File: config.mk
export PLATFORM = sky130hd
export DESIGN_NAME = i2c_dac_address_program_sequencer
export DESIGN_NICKNAME = d
export VERILOG_FILES = /design/src/sv/i2cdap_pkg.sv /design/src/sv/i2cdap_pins.sv /design/src/sv/i2c_dac_address_program_sequencer.sv
export SDC_FILE = /design/constraint.sdc
export NUM_CORES = 1
export LEC_CHECK = 0
export ABC_AREA = 1
export BUFFER_PORTS_ARGS = -buffer_cell sky130_fd_sc_hd__buf_4
export CELL_PAD_IN_SITES_DETAIL_PLACEMENT = 1
export CELL_PAD_IN_SITES_GLOBAL_PLACEMENT = 1
export CORE_MARGIN = 2
export CORE_UTILIZATION = 25
export DETAILED_ROUTE_END_ITERATION = 10
export GPL_TIMING_DRIVEN = 0
export PLACE_DENSITY = 0.57
export SLEW_MARGIN = 10
export SYNTH_ARGS = -nofsm -noshare
export SYNTH_HDL_FRONTEND = slang
export SYNTH_SLANG_ARGS = --single-unit
File: constraint.sdc
create_clock -name clock -period 5.9 [get_ports clock]
set_input_delay 0.295 -clock clock [delete_from_list [all_inputs] [get_ports clock]]
set_output_delay 0.295 -clock clock [all_outputs]
set_load 0.02 [all_outputs]
File: src/sv/i2cdap_pkg.sv
package i2cdap_pkg;

   // tick counter and slot register widths
   localparam int TICK_COUNT_WIDTH = 16;
   localparam int SLOT_TICKS_WIDTH = 16;
   localparam int LIMIT_WIDTH =
      ((TICK_COUNT_WIDTH > SLOT_TICKS_WIDTH) ? TICK_COUNT_WIDTH : SLOT_TICKS_WIDTH) + 1;
   localparam logic [SLOT_TICKS_WIDTH-1:0] SLOT_TICKS_RESET = SLOT_TICKS_WIDTH'(500);

   // slot numbers inside a byte
   localparam logic [4:0] STEP_DATA_END  = 5'd24;  // first ACK slot
   localparam logic [4:0] STEP_ACK_HIGH  = 5'd25;  // ACK sampled here
   localparam logic [4:0] STEP_BYTE_LAST = 5'd26;
   localparam logic [4:0] STEP_LDAC_LAST = 5'd27;  // extra slot of byte 2
   localparam logic [4:0] STEP_LDAC_FALL = 5'd23;
   localparam logic [4:0] STEP_EDGE_LAST = 5'd2;   // START and STOP length - 1

   localparam logic [1:0] BYTE_LDAC_LOW  = 2'd1;
   localparam logic [1:0] BYTE_LDAC_HIGH = 2'd2;
   localparam logic [1:0] BYTE_FINAL     = 2'd3;

   typedef enum logic [1:0] {
      PH_IDLE,
      PH_START,
      PH_BYTE,
      PH_STOP
   } phase_type;

   typedef struct packed {
      phase_type  phase;
      logic [4:0] slot_step;
      logic [1:0] byte_number;
      logic [7:0] shift_byte;
   } seq_state_type;

   typedef struct packed {
      logic scl;
      logic sda;
      logic ldac;
   } pin_levels_type;

   // command byte n of the address-programming sequence
   function automatic logic [7:0] cmd_byte(input logic [1:0] n,
                                           input logic [2:0] cur_addr,
                                           input logic [2:0] new_addr);
      logic [7:0] b;
      case (n)
         2'd0:    b = 8'hC0 | {4'b0000, cur_addr, 1'b0};
         2'd1:    b = 8'h61 | {3'b000, cur_addr, 2'b00};
         2'd2:    b = 8'h62 | {3'b000, new_addr, 2'b00};
         default: b = 8'h63 | {3'b000, new_addr, 2'b00};
      endcase
      return b;
   endfunction

endpackage

File: src/sv/i2cdap_pins.sv
// Pin levels shown during the current slot
module i2cdap_pins (
   input  i2cdap_pkg::seq_state_type  state,
   output i2cdap_pkg::pin_levels_type pins
);
   import i2cdap_pkg::*;

   logic       scl_hi;
   logic [2:0] bit_idx;

   // bit index and SCL-high slot of a data bit (three slots per bit)
   always_comb begin
      scl_hi  = 1'b0;
      bit_idx = 3'd0;
      for (int k = 0; k < 8; k++) begin
         if (state.slot_step == 5'(3 * k + 1)) begin
            scl_hi = 1'b1;
         end
         if (state.slot_step >= 5'(3 * k) && state.slot_step < 5'(3 * k + 3)) begin
            bit_idx = 3'(k);
         end
      end
   end

   // levels per phase
   always_comb begin
      pins.scl  = 1'b1;
      pins.sda  = 1'b1;
      pins.ldac = 1'b1;
      case (state.phase)
         PH_START: begin
            pins.scl = (state.slot_step < STEP_EDGE_LAST);
            pins.sda = (state.slot_step == 5'd0);
         end
         PH_BYTE: begin
            if (state.slot_step < STEP_DATA_END) begin
               pins.sda = state.shift_byte[~bit_idx];  // MSB first
               pins.scl = scl_hi;
            end else begin
               pins.sda = 1'b1;
               pins.scl = (state.slot_step == STEP_ACK_HIGH);
            end
            if ((state.byte_number == BYTE_LDAC_LOW && state.slot_step >= STEP_LDAC_FALL) ||
                (state.byte_number == BYTE_LDAC_HIGH && state.slot_step <= STEP_BYTE_LAST)) begin
               pins.ldac = 1'b0;
            end
         end
         PH_STOP: begin
            pins.scl = (state.slot_step >= 5'd1);
            pins.sda = (state.slot_step == STEP_EDGE_LAST);
         end
         default: begin
            pins.scl  = 1'b1;
            pins.sda  = 1'b1;
            pins.ldac = 1'b1;
         end
      endcase
   end

endmodule

File: src/sv/i2c_dac_address_program_sequencer.sv
// Open-drain I2C master that sends the four-byte DAC address-programming
// command and drives LDAC. Each req word is one clock tick of the pin
// sequencer and yields one rsp word holding the pin levels, busy, done and
// the ACK flags (0 = ACK) for that tick. One word is taken per cycle while
// req_ready is high: the state update is a single registered pass, and an
// output register keeps req_ready high while a result waits (req_ready =
// output empty or being taken); rsp follows in the next cycle. csr_wr_data
// sets ticks per third-bit slot (0 acts as 1), in effect from the next tick.
module i2c_dac_address_program_sequencer (
   input  logic clock,
   input  logic reset,
   input  logic req_valid,
   output logic req_ready,
   input  logic req_start_req,
   input  logic [2:0] req_current_bits,
   input  logic [2:0] req_new_bits,
   input  logic req_sda_in,
   output logic rsp_valid,
   input  logic rsp_ready,
   output logic rsp_scl_level,
   output logic rsp_sda_level,
   output logic rsp_ldac_level,
   output logic rsp_busy_res,
   output logic rsp_done_res,
   output logic [3:0] rsp_ack_flags,
   input  logic csr_wr_en,
   input  logic [i2cdap_pkg::SLOT_TICKS_WIDTH-1:0] csr_wr_data
);
   import i2cdap_pkg::*;

   // state registers
   logic [SLOT_TICKS_WIDTH-1:0] slot_ticks_ff;
   phase_type                   phase_ff, phase_in;
   logic [4:0]                  slot_step_ff, slot_step_in;
   logic [1:0]                  byte_number_ff, byte_number_in;
   logic [TICK_COUNT_WIDTH-1:0] tick_count_ff, tick_count_in;
   logic [2:0]                  cur_ff, cur_in;
   logic [2:0]                  new_ff, new_in;
   logic [7:0]                  shift_ff, shift_in;
   logic [3:0]                  ack_ff, ack_in;

   // output register
   logic rsp_valid_ff;
   logic scl_ff, sda_ff, ldac_ff, busy_ff, done_ff;
   logic [3:0] ack_flags_ff;

   logic accept;
   logic start_now;
   seq_state_type  eff_state;
   pin_levels_type pins;
   logic [3:0] eff_ack;
   logic [TICK_COUNT_WIDTH-1:0] eff_tick;
   logic busy;
   logic done;
   logic slot_end;
   logic [4:0] last_step;
   logic [LIMIT_WIDTH-1:0] limit;
   logic [LIMIT_WIDTH-1:0] tick_plus;

   assign req_ready = !rsp_valid_ff || rsp_ready;
   assign accept    = req_valid && req_ready;
   assign start_now = (phase_ff == PH_IDLE) && req_start_req;

   // state as seen by this tick, with the start request applied
   always_comb begin
      eff_state.phase       = phase_ff;
      eff_state.slot_step   = slot_step_ff;
      eff_state.byte_number = byte_number_ff;
      eff_state.shift_byte  = shift_ff;
      eff_tick              = tick_count_ff;
      eff_ack               = ack_ff;
      cur_in                = cur_ff;
      new_in                = new_ff;
      if (start_now) begin
         eff_state.phase       = PH_START;
         eff_state.slot_step   = 5'd0;
         eff_state.byte_number = 2'd0;
         eff_tick              = '0;
         eff_ack               = 4'hF;
         cur_in                = req_current_bits;
         new_in                = req_new_bits;
      end
   end

   i2cdap_pins u_pins (
      .state (eff_state),
      .pins  (pins)
   );

   // slot timing: saturates at the counter's full range
   assign busy      = (eff_state.phase != PH_IDLE);
   assign limit     = (slot_ticks_ff == '0) ? LIMIT_WIDTH'(1) : LIMIT_WIDTH'(slot_ticks_ff);
   assign tick_plus = LIMIT_WIDTH'(eff_tick) + LIMIT_WIDTH'(1);
   assign slot_end  = (tick_plus >= limit) || (&eff_tick);

   always_comb begin
      case (eff_state.phase)
         PH_BYTE:  last_step = (eff_state.byte_number == BYTE_LDAC_HIGH) ?
                               STEP_LDAC_LAST : STEP_BYTE_LAST;
         PH_START: last_step = STEP_EDGE_LAST;
         PH_STOP:  last_step = STEP_EDGE_LAST;
         default:  last_step = 5'd0;
      endcase
   end

   // next state
   always_comb begin
      phase_in       = eff_state.phase;
      slot_step_in   = eff_state.slot_step;
      byte_number_in = eff_state.byte_number;
      shift_in       = eff_state.shift_byte;
      tick_count_in  = eff_tick;
      ack_in         = eff_ack;
      done           = 1'b0;
      if (busy) begin
         if (slot_end) begin
            tick_count_in = '0;
            if (eff_state.phase == PH_BYTE && eff_state.slot_step == STEP_ACK_HIGH) begin
               ack_in[eff_state.byte_number] = req_sda_in;
            end
            if (eff_state.slot_step >= last_step) begin
               slot_step_in = 5'd0;
               case (eff_state.phase)
                  PH_START: begin
                     phase_in       = PH_BYTE;
                     byte_number_in = 2'd0;
                     shift_in       = cmd_byte(2'd0, cur_in, new_in);
                  end
                  PH_BYTE: begin
                     if (eff_state.byte_number == BYTE_FINAL) begin
                        phase_in = PH_STOP;
                     end else begin
                        byte_number_in = eff_state.byte_number + 2'd1;
                        shift_in       = cmd_byte(byte_number_in, cur_in, new_in);
                     end
                  end
                  default: begin
                     phase_in       = PH_IDLE;
                     byte_number_in = 2'd0;
                     done           = 1'b1;
                  end
               endcase
            end else begin
               slot_step_in = eff_state.slot_step + 5'd1;
            end
         end else begin
            tick_count_in = eff_tick + TICK_COUNT_WIDTH'(1);
         end
      end
   end

   // control and state registers
   always_ff @(posedge clock) begin
      if (reset) begin
         slot_ticks_ff  <= SLOT_TICKS_RESET;
         phase_ff       <= PH_IDLE;
         slot_step_ff   <= '0;
         byte_number_ff <= '0;
         tick_count_ff  <= '0;
         cur_ff         <= '0;
         new_ff         <= '0;
         shift_ff       <= '0;
         ack_ff         <= 4'hF;
         rsp_valid_ff   <= 1'b0;
      end else begin
         if (csr_wr_en) begin
            slot_ticks_ff <= csr_wr_data;
         end
         if (accept) begin
            phase_ff       <= phase_in;
            slot_step_ff   <= slot_step_in;
            byte_number_ff <= byte_number_in;
            tick_count_ff  <= tick_count_in;
            cur_ff         <= cur_in;
            new_ff         <= new_in;
            shift_ff       <= shift_in;
            ack_ff         <= ack_in;
            rsp_valid_ff   <= 1'b1;
         end else if (rsp_ready) begin
            rsp_valid_ff   <= 1'b0;
         end
      end
   end

   // result word payload
   always_ff @(posedge clock) begin
      if (accept) begin
         scl_ff       <= pins.scl;
         sda_ff       <= pins.sda;
         ldac_ff      <= pins.ldac;
         busy_ff      <= busy;
         done_ff      <= done;
         ack_flags_ff <= ack_in;
      end
   end

   assign rsp_valid      = rsp_valid_ff;
   assign rsp_scl_level  = scl_ff;
   assign rsp_sda_level  = sda_ff;
   assign rsp_ldac_level = ldac_ff;
   assign rsp_busy_res   = busy_ff;
   assign rsp_done_res   = done_ff;
   assign rsp_ack_flags  = ack_flags_ff;

endmodule

==> summary.md <==
| Metric | Value |
|---|---|
| Number of global-route vias before repair | `4,838` |
| Starting Density | `25.3%` |
| Final core occ | `30.4%` |
| Synthesized instance count | `676` |
| Core Area | `17,900 um^2` |
| Maximum number of pins on one net before global-route repair | `19` |
| Startpoint types | `flop` |
| Residual DRC | `0` |
| Width of the chip | `139 um` |
| PwrDens | `266 nW/um^2` |
| Area contributors post-synth | `dfxtp_1 27%, nand2_1 13%, inv_1 7.2%, ha_1 6.9%, o21ai_0 6.5%` |
| Cell total after placement | `944` |
| Max Cap Violations | `0` |
| Setup TNS | `0 ns` |
| Status | `finished clean` |
| Critical Path AT | `5.34 ns` |
| RSZ-0062 raised after global routing | `false` |
| RR Startpoint | `phase_ff[1]$_SDFFE_PP0P_` |
| Synth warn | `0` |
| Final net count | `780` |
| Die Ht | `139 um` |
| First-pass GRT wire length | `25.0 mm` |
| Wire per inst | `15.7 um` |
| Synth cell count leaders | `155 x nand2_1, 87 x inv_1, 60 x dfxtp_1` |
| Endpoints failing hold | `0` |
| DRT antenna net count | `0` |
| Clk pin slew, worst setup/hold paths | `0.06 ns` |
| Gpl congestion | `0.876` |
| IO Port Bufs | `39` |
| Leading area contributor after synthesis | `dfxtp_1` |
| Sw frac | `30.9%` |
| Layout cells sized above 1 | `11.8%` |
| Placed cell areas | `5110 um^2` |
| Global Route Usage Sum | `16.2%` |
| Setup slack, reg-to-reg | `0.81 ns` |
| Peak supply drop | `0.000132 V` |
| Leak pwr | `2.43 nW` |
| Hold Crit Class | `input port to flop` |
| Antenna violations before repair | `0` |
| Fmax | `0.197 GHz` |
| Cts repair resizes | `0` |
| Worst-Margin Slew | `1.08 ns` |
| DP Wirelength | `11.7 mm` |
| Most common cell in the netlist | `nand2_1` |
| Share of the synthesized area in the top cell type | `26.5%` |
| Post-synthesis sequential area ratio | `32.5%` |
| Final min period | `5.09 ns` |
| Vias per cell | `4.86` |
| Global route overflow | `0` |
| Critical path class | `flop to flop` |
| P_sw | `0.448 mW` |
| Synth unique cells | `43` |
| Synthesized area per cell | `6.70 um^2` |
| Required @ worst endpoint | `6.16 ns` |
| Sequential power share | `36.6%` |
| Final std cells w/o fill | `960` |
| I/O pin total | `40` |
| Clock Latency Late Sink | `0.34 ns` |
| Final setup viols | `0` |
| Die area | `19,200 um^2` |
| Seq. cell area | `1470 um^2` |
| Fin crit share | `86.2%` |
| CTS tree | `yes` |
| Max FO, Critical Path | `10` |
| Mapped Area | `4530 um^2` |
| Final instance area | `5440 um^2` |
| Clock Skews | `0.0105 ns` |
| Hold wc startpoint | `csr_wr_data[2]` |
| Clk pwr share | `41.6%` |
| Clock buffer depth | `2` |
| Fillcell total | `2,230` |
| Multi-input logic area | `2570 um^2` |
| Antenna cell count | `0` |
| Initial DRC Count | `194` |
| CTS root buffer | `clkbuf_16` |
| Min-Delay Endpoint | `slot_ticks_ff[2]$_SDFFE_PP1P_` |
| Total number of vias | `4,664` |
| Clock H-tree levels | `3` |
| Row count | `49` |
| Slew Viols, Final | `0` |
| CTS sink cnt | `69` |
| Number of synthesized flops with an enable pin | `9` |
| Max-Slew Margin vs Limit | `28.1%` |
| Total power | `1.45 mW` |
| Critical R2R Capture | `tick_count_ff[8]$_SDFFE_PP0P_` |
| Syn Nets | `730` |
| Int Power | `1.00 mW` |
| First drt pass iteration count | `4` |
| Hold path cells | `3` |
| Critical Path End Type | `flop` |
| Post-synth ARST share | `0%` |
| CTS buffer count | `9` |
| Drt total wl | `15.1 mm` |
| Post-synth top flop | `dfxtp_1` |
| Combinational power share | `21.7%` |
| Post-CTS Setup Repair Bufs | `0` |
| R2R depth | `24` |
| Cts hold-fix bufs | `0` |
| P&R area growth vs syn | `20.0%` |
| Yosys reg bits | `69` |
[cells by family after synthesis]
family / count (synthesis) / share of synthesized area (%)
simple gates: 300 / 29.5
compound gates: 145 / 17.4
fa+ha+maj: 25 / 6.90
xor+xnor: 12 / 2.32
flops: 69 / 32.5
mux: 3 / 0.663
buf+inv: 122 / 10.8
[per-stage QoR]
stage	setup WS (ns)	hold WS [ns]
final	0.814	0.171
after global routing	0.363	0.182
after CTS	0.754	0.160
after detailed placement	0.811	0.443
after global placement	0.915	0.436
after floorplan	2.14	0.417
[power groups by stage]
stage / combinational, mW / clock (mW) / sequential [mW]
finish: 0.315 / 0.603 / 0.531
floorplan: 0.203 / 0 / 0.545
CTS: 0.320 / 0.621 / 0.531
global placement: 0.309 / 0 / 0.540
global route: 0.358 / 0.639 / 0.535
detailed placement: 0.318 / 0 / 0.541
[area by class of cell]
type | instances | share of cell area, %
Multi-Input combinational cell | 485 | 47.3
Sequential cell | 69 | 27.1
Inverter | 95 | 6.56
Timing Repair Buffer | 39 | 5.39
Tap cell | 229 | 5.27
Clock buffer | 11 | 4.46
Buffer | 27 | 2.44
Clock inverter | 5 | 1.52
[worst max-delay path: stages, from the launching register on]
cell,delay (ns)
dfxtp_1,0.36
inv_2,0.10
nand2_1,0.07
nor2_2,0.31
buf_2,0.32
buf_1,0.57
nor2_1,0.24
ha_1,0.28
nand2_1,0.15
nor3_2,0.08
nand3_1,0.14
nor2_1,0.10
nand2_1,0.08
xor2_1,0.29
ha_1,0.31
a21oi_1,0.19
nand4_1,0.13
nor2_1,0.10
nand2_1,0.06
nand2_1,0.15
nand2_4,0.10
nor2_2,0.30
buf_2,0.32
nand2_1,0.10
a31oi_1,0.16
[layout by cell type (no fill, tap or decap), drive strengths merged]
| master | synthesis | final |
|---|---|---|
| and2 | 1 | 1 |
| nor2 | 64 | 64 |
| clkinv | 1 | 3 |
| xor2 | 8 | 8 |
| o21ai | 65 | 65 |
| o22ai | 2 | 2 |
| nand3 | 44 | 44 |
| a41oi | 1 | 1 |
| a21oi | 50 | 50 |
| nor3b | 1 | 1 |
| nand3b | 1 | 1 |
| a31oi | 15 | 15 |
| o211ai | 3 | 3 |
| o221ai | 2 | 2 |
| nor3 | 10 | 10 |
| o21a | 3 | 3 |
| bufinv | 0 | 2 |
| nor4 | 4 | 4 |
| o41ai | 1 | 1 |
| o31ai | 1 | 1 |
| a211oi | 1 | 1 |
| xnor2 | 4 | 4 |
| edfxtp | 9 | 9 |
| buf | 10 | 49 |
| clkbuf | 17 | 28 |
| nand4 | 15 | 15 |
| a41o | 1 | 1 |
| ha | 25 | 25 |
| inv | 94 | 95 |
| dfxtp | 60 | 60 |
| nand2 | 160 | 160 |
| mux2i | 3 | 3 |
[state kept, by name (all words and copies together), names as in the netlist]
| name | count |
|---|---|
| rsp_done_res | 1 |
| rsp_ack_flags | 4 |
| rsp_valid | 1 |
| rsp_busy_res | 1 |
| slot_ticks_ff | 16 |
| rsp_ldac_level | 1 |
| rsp_sda_level | 1 |
| tick_count_ff | 16 |
| phase_ff | 2 |
| ack_ff | 4 |
| byte_number_ff | 2 |
| slot_step_ff | 5 |
| new_ff | 3 |
| rsp_scl_level | 1 |
| shift_ff | 8 |
| cur_ff | 3 |
[metal layers]
layer / GRT usage (%) / routed length [um]
met3: 2.62 / 349
met1: 19.7 / 6870
met4: 5.53 / 327
met2: 29.1 / 7540
met5: 0 / 0
[worst max path at each step]
stage / cells past startpoint / to / slack, ns / startpoint
after floorplan: 26 / rsp_ack_flags[2]$_DFFE_PP_ / 2.14 / phase_ff[1]$_SDFFE_PP0P_
after global placement: 24 / tick_count_ff[11]$_SDFFE_PP0P_ / 0.92 / phase_ff[1]$_SDFFE_PP0P_
after detailed placement: 24 / tick_count_ff[6]$_SDFFE_PP0P_ / 0.81 / phase_ff[1]$_SDFFE_PP0P_
after CTS: 24 / tick_count_ff[8]$_SDFFE_PP0P_ / 0.75 / phase_ff[1]$_SDFFE_PP0P_
after global routing: 24 / tick_count_ff[8]$_SDFFE_PP0P_ / 0.36 / phase_ff[1]$_SDFFE_PP0P_
final: 24 / tick_count_ff[8]$_SDFFE_PP0P_ / 0.81 / phase_ff[1]$_SDFFE_PP0P_
Note: power is estimated with default switching activity, not from simulation.
